## src/rtl/hbs_fifo.sv

```systemverilog
// ----------------------------------------------------------------------------
// hbs_fifo
// Small synchronous queue; decouples the front and back ends and holds results.
// ----------------------------------------------------------------------------
module hbs_fifo #(
    parameter int WIDTH = 8,
    parameter int DEPTH = 4
) (
    input  logic             i_clk,
    input  logic             i_rst_n,
    input  logic             i_push,
    input  logic [WIDTH-1:0] i_data,
    output logic             o_full,
    input  logic             i_pop,
    output logic [WIDTH-1:0] o_data,
    output logic             o_empty
);

    localparam int PTR_W = $clog2(DEPTH);
    localparam int CNT_W = $clog2(DEPTH + 1);

    logic [WIDTH-1:0] r_mem [DEPTH];
    logic [PTR_W-1:0] r_wptr;
    logic [PTR_W-1:0] r_rptr;
    logic [CNT_W-1:0] r_count;
    logic             w_push;
    logic             w_pop;

    assign o_full  = (r_count == CNT_W'(DEPTH));
    assign o_empty = (r_count == '0);
    assign w_push  = i_push && !o_full;
    assign w_pop   = i_pop && !o_empty;
    assign o_data  = r_mem[r_rptr];

    always_ff @(posedge i_clk) begin
        if (w_push) begin
            r_mem[r_wptr] <= i_data;
        end
    end

    always_ff @(posedge i_clk) begin
        if (!i_rst_n) begin
            r_wptr  <= '0;
            r_rptr  <= '0;
            r_count <= '0;
        end else begin
            if (w_push) begin
                r_wptr <= r_wptr + PTR_W'(1);
            end
            if (w_pop) begin
                r_rptr <= r_rptr + PTR_W'(1);
            end
            unique case ({w_push, w_pop})
                2'b10:   r_count <= r_count + CNT_W'(1);
                2'b01:   r_count <= r_count - CNT_W'(1);
                default: r_count <= r_count;
            endcase
        end
    end

`ifndef ASSERT_OFF
    a_count_range: assert property (@(posedge i_clk) disable iff (!i_rst_n)
        r_count <= CNT_W'(DEPTH))
        else $error("queue count beyond depth");

    a_fill_step: assert property (@(posedge i_clk) disable iff (!i_rst_n)
        (w_push && !w_pop) |=> (r_count == $past(r_count) + CNT_W'(1)))
        else $error("queue count did not follow a lone transfer in");
`endif

endmodule

```

## config.mk

```make
export PLATFORM = sky130hd
export DESIGN_NAME = hbs_fifo
export DESIGN_NICKNAME = d
export VERILOG_FILES = /design/src/rtl/hbs_fifo.sv
export SDC_FILE = /design/constraint.sdc
export NUM_CORES = 1
export LEC_CHECK = 0
export BUFFER_PORTS_ARGS = -buffer_cell sky130_fd_sc_hd__buf_2
export CORE_ASPECT_RATIO = 1.25
export CORE_MARGIN = 3
export CORE_UTILIZATION = 43
export CTS_BUF_LIST = sky130_fd_sc_hd__clkbuf_8
export DETAILED_ROUTE_END_ITERATION = 12
export PLACE_DENSITY_LB_ADDON = 0.25
export SYNTH_ARGS = -nofsm -noshare
export SYNTH_HDL_FRONTEND = slang
export SYNTH_SLANG_ARGS = --single-unit
export TNS_END_PERCENT = 20
```

## constraint.sdc

```tcl
create_clock -name i_clk -period 4.3 [get_ports i_clk]
set_clock_uncertainty 0.2 [all_clocks]
set_input_delay 0.86 -clock i_clk [delete_from_list [all_inputs] [get_ports i_clk]]
set_output_delay 0.86 -clock i_clk [all_outputs]
set_load 0.03 [all_outputs]
```

==> summary.md, run 1 <==
| Metric | Value |
|---|---|
| Cts hold-fix bufs | `0` |
| Async S/R FF share, synth | `0` |
| Worst supply voltage drop on vdd | `0.0002933 V` |
| Critical-path cell list | `mux4_2, buf_2` |
| Iteration-0 DRC count of the detailed router | `33` |
| Maximum number of pins on one net before global-route repair | `14` |
| Count of pins on the block boundary | `22` |
| Combinational share of power | `0.298` |
| Run status | `completed` |
| Fin Setup TNS | `0 ns` |
| Wire length of the first global-routing pass | `3919 µm` |
| Top achievable clock speed | `356.1 MHz` |
| Total Power Consumption | `1.100 mW` |
| Routed wire length per instance | `15.81 µm` |
| Post-Syn Nets | `114` |
| Sort of element at the end of the critical path | `output pin` |
| Number of stages on the worst hold path | `2` |
| Area share of the leading cell type in the synthesized netlist | `0.5845` |
| Cell with the largest stage delay on the worst path | `dfxtp_1` |
| Fraction of the cycle the final worst path needs | `0.6531` |
| Crit path depth | `2` |
| Reg-to-reg setup timing slack | `1.99 ns` |
| Via density per instance | `5.263` |
| Net count, final | `138` |
| Clock slew at the register clock pins of the worst setup and hold paths | `0.08 ns` |
| Vias in the first global route | `830` |
| IO buf count | `21` |
| Worst slew pin tran | `0.5560 ns` |
| Startpoint type of the worst setup path | `flop` |
| Overall global routing resource usage | `0.1246` |
| Unrepaired setup endpoints after global routing | `no` |
| Post-synth top area cell | `edfxtp_1` |
| Die area | `4606 µm²` |
| Top post-synthesis cells by area | `edfxtp_1 58%, dfxtp_1 11%, mux4_2 11%` |
| Area used by multi-input combinational logic | `462.9 µm²` |
| Worst Path Arrival | `1.75 ns` |
| Residual antenna-violating net count after detailed routing | `0` |
| Global route total overflow | `0` |
| Area delta synth->final | `13.55%` |
| Post-route DRC | `0` |
| Die boundary width | `61.31 µm` |
| WS Path Type | `flop to output pin` |
| Clock Root Buffer | `clkbuf_8` |
| Setup violation total in the final timing report | `0` |
| Switch share | `0.3335` |
| Average cell area after synthesis | `17.13 µm²` |
| Post-Syn Instances | `96` |
| Clock share of power | `0.216` |
| HP Class | `flop to flop` |
| Seq cells post-synth | `41` |
| R2r worst-path depth | `9` |
| Maximum level of the CTS H-tree | `2` |
| Area of the mapped netlist | `1644 µm²` |
| Pins Over Slew Limit | `0` |
| Number of detailed-routing iterations run before antenna repair | `3` |
| Number of enable flip-flop cells after synthesis | `32` |
| Later-pin clock latency in the skew report | `0.28 ns` |
| Hold Vio Cnt, Final | `0` |
| CTS tree | `built` |
| Buf/Inv on CP | `1` |
| Postcts setup bufs | `0` |
| Die outline height | `75.13 µm` |
| Part of the power in registers | `0.486` |
| Routed Wire Length | `2530 µm` |
| Most used DFF post-synth | `edfxtp_1` |
| Total power divided by cell area | `589.1 nW/µm²` |
| Antenna violations before repair | `0` |
| Post-synth top cells | `32 x edfxtp_1, 9 x dfxtp_1, 8 x mux4_2` |
| Routability congestion estimate | `0.6622` |
| Yosys synthesis warning count | `0` |
| Count of maximum capacitance violations | `0` |
| Hold endpoint | `r_rptr[1]` |
| Top delay family on crit path | `flip-flops` |
| Max FO, Critical Path | `8` |
| Cell internal pwr | `733.0 µW` |
| Required time reported for the critical path endpoint | `3.24 ns` |
| Register area | `1141 µm²` |
| Layout filler cell count | `301` |
| Initial standard-cell utilization of the core | `0.4601` |
| Core Rows | `24` |
| CORE AREA | `3573 µm²` |
| Largest stage delay, worst path | `0.68 ns` |
| Fraction of layout instances using a drive strength above 1 | `0.3223` |
| Reported net switching power | `366.7 µW` |
| Number of gates given a new drive strength after cts | `0` |
| Worst flop-to-flop path endpoint | `r_count[2]` |
| Top-count cell post-synth | `edfxtp_1` |
| Total inserted antenna cells | `0` |
| Maximum clock path buffer count | `2` |
| CTS Sinks | `41` |
| Portion of the post-synthesis area used by sequential elements | `0.6941` |
| Remaining max-slew budget at the tightest pin | `0.6288` |
| Launch instance of the worst min-delay path | `r_rptr[1]` |
| Pleak | `0.6650 nW` |
| Time the worst path needs with I/O delays and setup | `2.808 ns` |
| Number of buffers created by CTS | `5` |
| HPWL reported at the end of detailed placement | `1819 µm` |
| Total via count in the routed design | `842` |
| R2R Path Start | `r_count[2]` |
| Number of different library cells in the post-synthesis netlist | `21` |
==> worst min-delay path: stages (launching register included) <==
cell,delay (ns)
dfxtp_1,0.31
o21ai_0,0.07
a21boi_1,0.07
==> metrics by stage <==
stage               instance area (µm²)  hold slack [ns]  setup slack, ns  instances  utilization
global route                       1867           0.3276            1.363        160       0.5224
floorplan                          1644           0.2560            1.708         96            -
CTS                                1867           0.3028            1.431        160       0.5224
detailed placement                 1780           0.2860            1.548        152       0.4982
finish                             1867           0.2926            1.492        160       0.5224
global placement                   1780           0.2695            1.640        152       0.4982
==> placed cells by master (no fill, tap or decap) <==
cell type  synthesis  final
fa_1               1      1
mux4_2             8      8
ha_1               5      5
xnor2_1            1      1
nand4bb_1          1      1
nand2_1            7      7
or3_1              2      2
xor2_1             1      1
nor3b_2            1      1
and2_1             6      6
nor2b_1            2      2
clkinv_4           0      1
a21boi_1           2      2
nor3_2             1      1
buf_2              2     21
o21ai_0            5      5
inv_2              1      1
clkbuf_8           0      5
dfxtp_1            9      9
clkinv_1           0      1
inv_1              5      5
mux2i_1            2      2
edfxtp_1          32     32
clkinv_2           0      1
==> worst max path at each step <==
stage / end / slack [ns]
detailed placement: r_count[2] / 1.55
global placement: r_count[2] / 1.64
CTS: o_data[2] / 1.43
global route: o_data[2] / 1.36
floorplan: r_count[2] / 1.71
finish: o_data[2] / 1.49
==> per-layer routing <==
metal  vias up  share of wire  GRT usage
met5         -              0          0
met4         0          0.015    0.05783
met3         4          0.036    0.03602
met2        18           0.55     0.2224
met1       413           0.39     0.1321
li1        407              -          -
==> layout make-up <==
type | instances | area share
inverters | 6 | 0.01206
well taps | 39 | 0.02614
repair buffers | 21 | 0.05630
flip-flops and latches | 41 | 0.6113
clock inverters | 3 | 0.009383
multi-input cells | 45 | 0.2480
clock buffers | 5 | 0.03686
==> logic make-up after synthesis <==
family,count (synthesis),share of synthesized area
flops,41,0.6941
compound gates,7,0.02435
buf+inv,10,0.02435
mux,10,0.1218
fa+ha+maj,6,0.05023
xor+xnor,2,0.01066
simple gates,20,0.07458
==> power groups by stage <==
stage / clock (mW) / sequential, mW / combinational, mW
after floorplan: 0 / 0.514 / 0.276
after global placement: 0 / 0.542 / 0.323
after detailed placement: 0 / 0.546 / 0.334
after CTS: 0.247 / 0.537 / 0.333
after global routing: 0.262 / 0.546 / 0.355
final: 0.237 / 0.535 / 0.328
==> state kept, by name, indices dropped and copies added (netlist names), named ones only <==
name,count
r_mem,32
r_count,3
r_rptr,2
r_wptr,2
(Power assumes the default switching activity.)
==> run 2, diff against run 1 <==
clock period = 2.7 ns   (was 4.3 ns; I/O delays follow)
==> run 2 against run 1 <==
Net effect:
- clock power increased by 54%
- register-to-register slack lost 1.6 ns
- via count down 0.24%
- final area increased by 0.20%
- final cell count is 0.63% higher
- total power up 59%
- sequential power grew 54%
- critical path depth grew 7
- global-route usage fell by 0.12 points
- wire length is 3.0% lower
==> summary.md, run 2 (synthesis gave the netlist of run 1 again) <==
| Metric | Value |
|---|---|
| Launch instance of the worst min-delay path | `i_data[6] (was r_rptr[1])` |
| Max FO, Critical Path | `7 (was 8)` |
| WS Path Type | `flop to flop (was flop to output pin)` |
| Total Power Consumption | `1.748 mW (was 1.100 mW)` |
| Number of buffers created by CTS | `5 (unchanged)` |
| R2R Path Start | `r_count[2] (unchanged)` |
| Remaining max-slew budget at the tightest pin | `0.6716 (was 0.6288)` |
| Top delay family on crit path | `simple AND/OR/NAND/NOR gates (was flip-flops)` |
| Sort of element at the end of the critical path | `flop (was output pin)` |
| Pins Over Slew Limit | `0 (unchanged)` |
| Required time reported for the critical path endpoint | `2.71 ns (was 3.24 ns)` |
| R2r worst-path depth | `9 (unchanged)` |
| Wire length of the first global-routing pass | `3967 µm (was 3919 µm)` |
| Registers with the most flip-flops | `r_mem x32, r_count x3 (unchanged)` |
| Pleak | `0.6739 nW (was 0.6650 nW)` |
| Total inserted antenna cells | `0 (unchanged)` |
| Cts hold-fix bufs | `0 (unchanged)` |
| CORE AREA | `3573 µm² (unchanged)` |
| Clock slew at the register clock pins of the worst setup and hold paths | `0.08 ns (about the same)` |
| Die area | `4606 µm² (unchanged)` |
| Post-route DRC | `0 (unchanged)` |
| Layout filler cell count | `293 (was 301)` |
| Area used by multi-input combinational logic | `462.9 µm² (unchanged)` |
| IO buf count | `21 (unchanged)` |
| Antenna violations before repair | `0 (unchanged)` |
| Time the worst path needs with I/O delays and setup | `2.323 ns` |
| Count of maximum capacitance violations | `0 (unchanged)` |
| Number of detailed-routing iterations run before antenna repair | `3 (unchanged)` |
| Buf/Inv on CP | `2 (was 1)` |
| Initial standard-cell utilization of the core | `0.4601 (unchanged)` |
| Hold endpoint | `r_mem[3][6] (was r_rptr[1])` |
| Later-pin clock latency in the skew report | `0.28 ns (about the same)` |
| Routed Wire Length | `2454 µm (was 2530 µm)` |
| Final core utilization | `0.5235 (was 0.5224)` |
| Count of pins on the block boundary | `22 (unchanged)` |
| Worst supply voltage drop on vdd | `0.0004632 V (was 0.0002933 V)` |
| Critical-path cell list | `nor3b_2, nor2b_1, inv_2, ha_1, inv_1, fa_1, xor2_1, or3_1, a21boi_1 (was mux4_2, buf_2)` |
| Area delta synth->final | `13.77% (was 13.55%)` |
| Residual antenna-violating net count after detailed routing | `0 (unchanged)` |
| Cell with the largest stage delay on the worst path | `dfxtp_1 (unchanged)` |
| Iteration-0 DRC count of the detailed router | `25 (was 33)` |
| Top achievable clock speed | `430.6 MHz` |
| Total power divided by cell area | `934.4 nW/µm² (was 589.1 nW/µm²)` |
| Maximum clock path buffer count | `2 (unchanged)` |
| Via density per instance | `5.217 (was 5.263)` |
| Hold Vio Cnt, Final | `0 (unchanged)` |
| Die boundary width | `61.31 µm (unchanged)` |
| HPWL reported at the end of detailed placement | `1768 µm (was 1819 µm)` |
| Overall global routing resource usage | `0.1234 (was 0.1246)` |
| Most frequent cells in the layout | `32 x edfxtp_1, 21 x buf_2, 9 x dfxtp_1, 8 x mux4_2, 7 x nand2_1 (unchanged)` |
| Reg with most FFs | `r_mem (unchanged)` |
| Clock Root Buffer | `clkbuf_8 (unchanged)` |
| Core Rows | `24 (unchanged)` |
| Maximum number of pins on one net before global-route repair | `13 (was 14)` |
| Routability congestion estimate | `0.6447 (was 0.6622)` |
| Fraction of layout instances using a drive strength above 1 | `0.3279 (was 0.3223)` |
| Worst flop-to-flop path endpoint | `r_count[2] (unchanged)` |
| Largest stage delay, worst path | `0.39 ns (was 0.68 ns)` |
| HP Class | `primary input to flop (was flop to flop)` |
| Total via count in the routed design | `840 (was 842)` |
| Number of stages on the worst hold path | `1 (was 2)` |
| Maximum level of the CTS H-tree | `2 (unchanged)` |
| Fin Setup TNS | `0 ns (unchanged)` |
| Net count, final | `139 (was 138)` |
| Most frequent standard cell in the layout excluding fill and tap cells | `edfxtp_1 (unchanged)` |
| Postcts setup bufs | `0 (unchanged)` |
| Routed wire length per instance | `15.24 µm (was 15.81 µm)` |
| Post-Layout Inst Area | `1871 µm² (was 1867 µm²)` |
| Unrepaired setup endpoints after global routing | `no (unchanged)` |
| Die outline height | `75.13 µm (unchanged)` |
| CTS Sinks | `41 (unchanged)` |
| Run status | `completed (unchanged)` |
| Startpoint type of the worst setup path | `flop (unchanged)` |
| Worst slew pin tran | `0.4916 ns (was 0.5560 ns)` |
| Setup violation total in the final timing report | `0 (unchanged)` |
| Placed Area | `1788 µm² (was 1780 µm²)` |
| CTS tree | `built (unchanged)` |
| Worst Path Arrival | `2.33 ns (was 1.75 ns)` |
| Global route total overflow | `0 (unchanged)` |
| Number of gates given a new drive strength after cts | `0 (unchanged)` |
| Register area | `1141 µm² (unchanged)` |
| Fraction of the cycle the final worst path needs | `0.8602` |
| Reg-to-reg setup timing slack | `0.38 ns (was 1.99 ns)` |
| Vias in the first global route | `865 (was 830)` |
| Number of flip-flops in the largest register | `32 (unchanged)` |
| Worst slack at placement | `0.2708 ns (was 1.548 ns)` |
| Post-layout worst setup margin | `0.3774 ns (was 1.492 ns)` |
## run 2: cell count changes in the layout (fill, tap and decap cells not counted), sizes merged
cell	delta
inv	+1
buf	+1
clkinv	-1
## run 2: power breakdown
part	switching [mW]	internal (mW)
Combinational	0.334	0.227
Clock	0.190	0.175
Sequential	0.0502	0.772
Total	0.574	1.17
## run 2: per-layer routing
metal / vias up / part of all wire / global-route usage
met2: 20 / 0.53 / 0.2071
li1: 406 / - / -
met3: 2 / 0.052 / 0.04460
met5: - / 0 / 0
met1: 412 / 0.40 / 0.1372
met4: 0 / 0.0081 / 0.05783
## run 2: worst register-to-register path, stage by stage, from the launching register on
cell and delay, ns:
dfxtp_1 0.39, nor3b_2 0.22, nor2b_1 0.15, inv_2 0.07, ha_1 0.17, inv_1 0.06, fa_1 0.37, xor2_1 0.16
or3_1 0.31, a21boi_1 0.15
## run 2: layout make-up
type	count	area share
tap	39	0.02609
inverter	6	0.01204
multi-input combinational	45	0.2475
clock inverter	3	0.007358
timing repair buffer	22	0.06020
clock buffer	5	0.03679
sequential	41	0.6100
## run 2: how the worst max path moves through the flow
stage / startpoint / to / slack [ns] / depth (start not counted)
floorplan: r_count[2] / r_count[2] / 0.17 / 10
global placement: i_push / r_count[2] / 0.38 / 9
detailed placement: i_push / r_count[2] / 0.27 / 9
CTS: r_count[2] / r_count[2] / 0.37 / 9
global route: r_count[2] / r_count[2] / 0.21 / 9
finish: r_count[2] / r_count[2] / 0.38 / 9
## run 2: through the flow
stage,hold WS (ns),std cells
2_1_floorplan,0.2560,96
3_5_place_dp,0.2836,153
4_1_cts,0.2611,161
6_report,0.2711,161
3_3_place_gp,0.2705,153
5_1_grt,0.2610,161
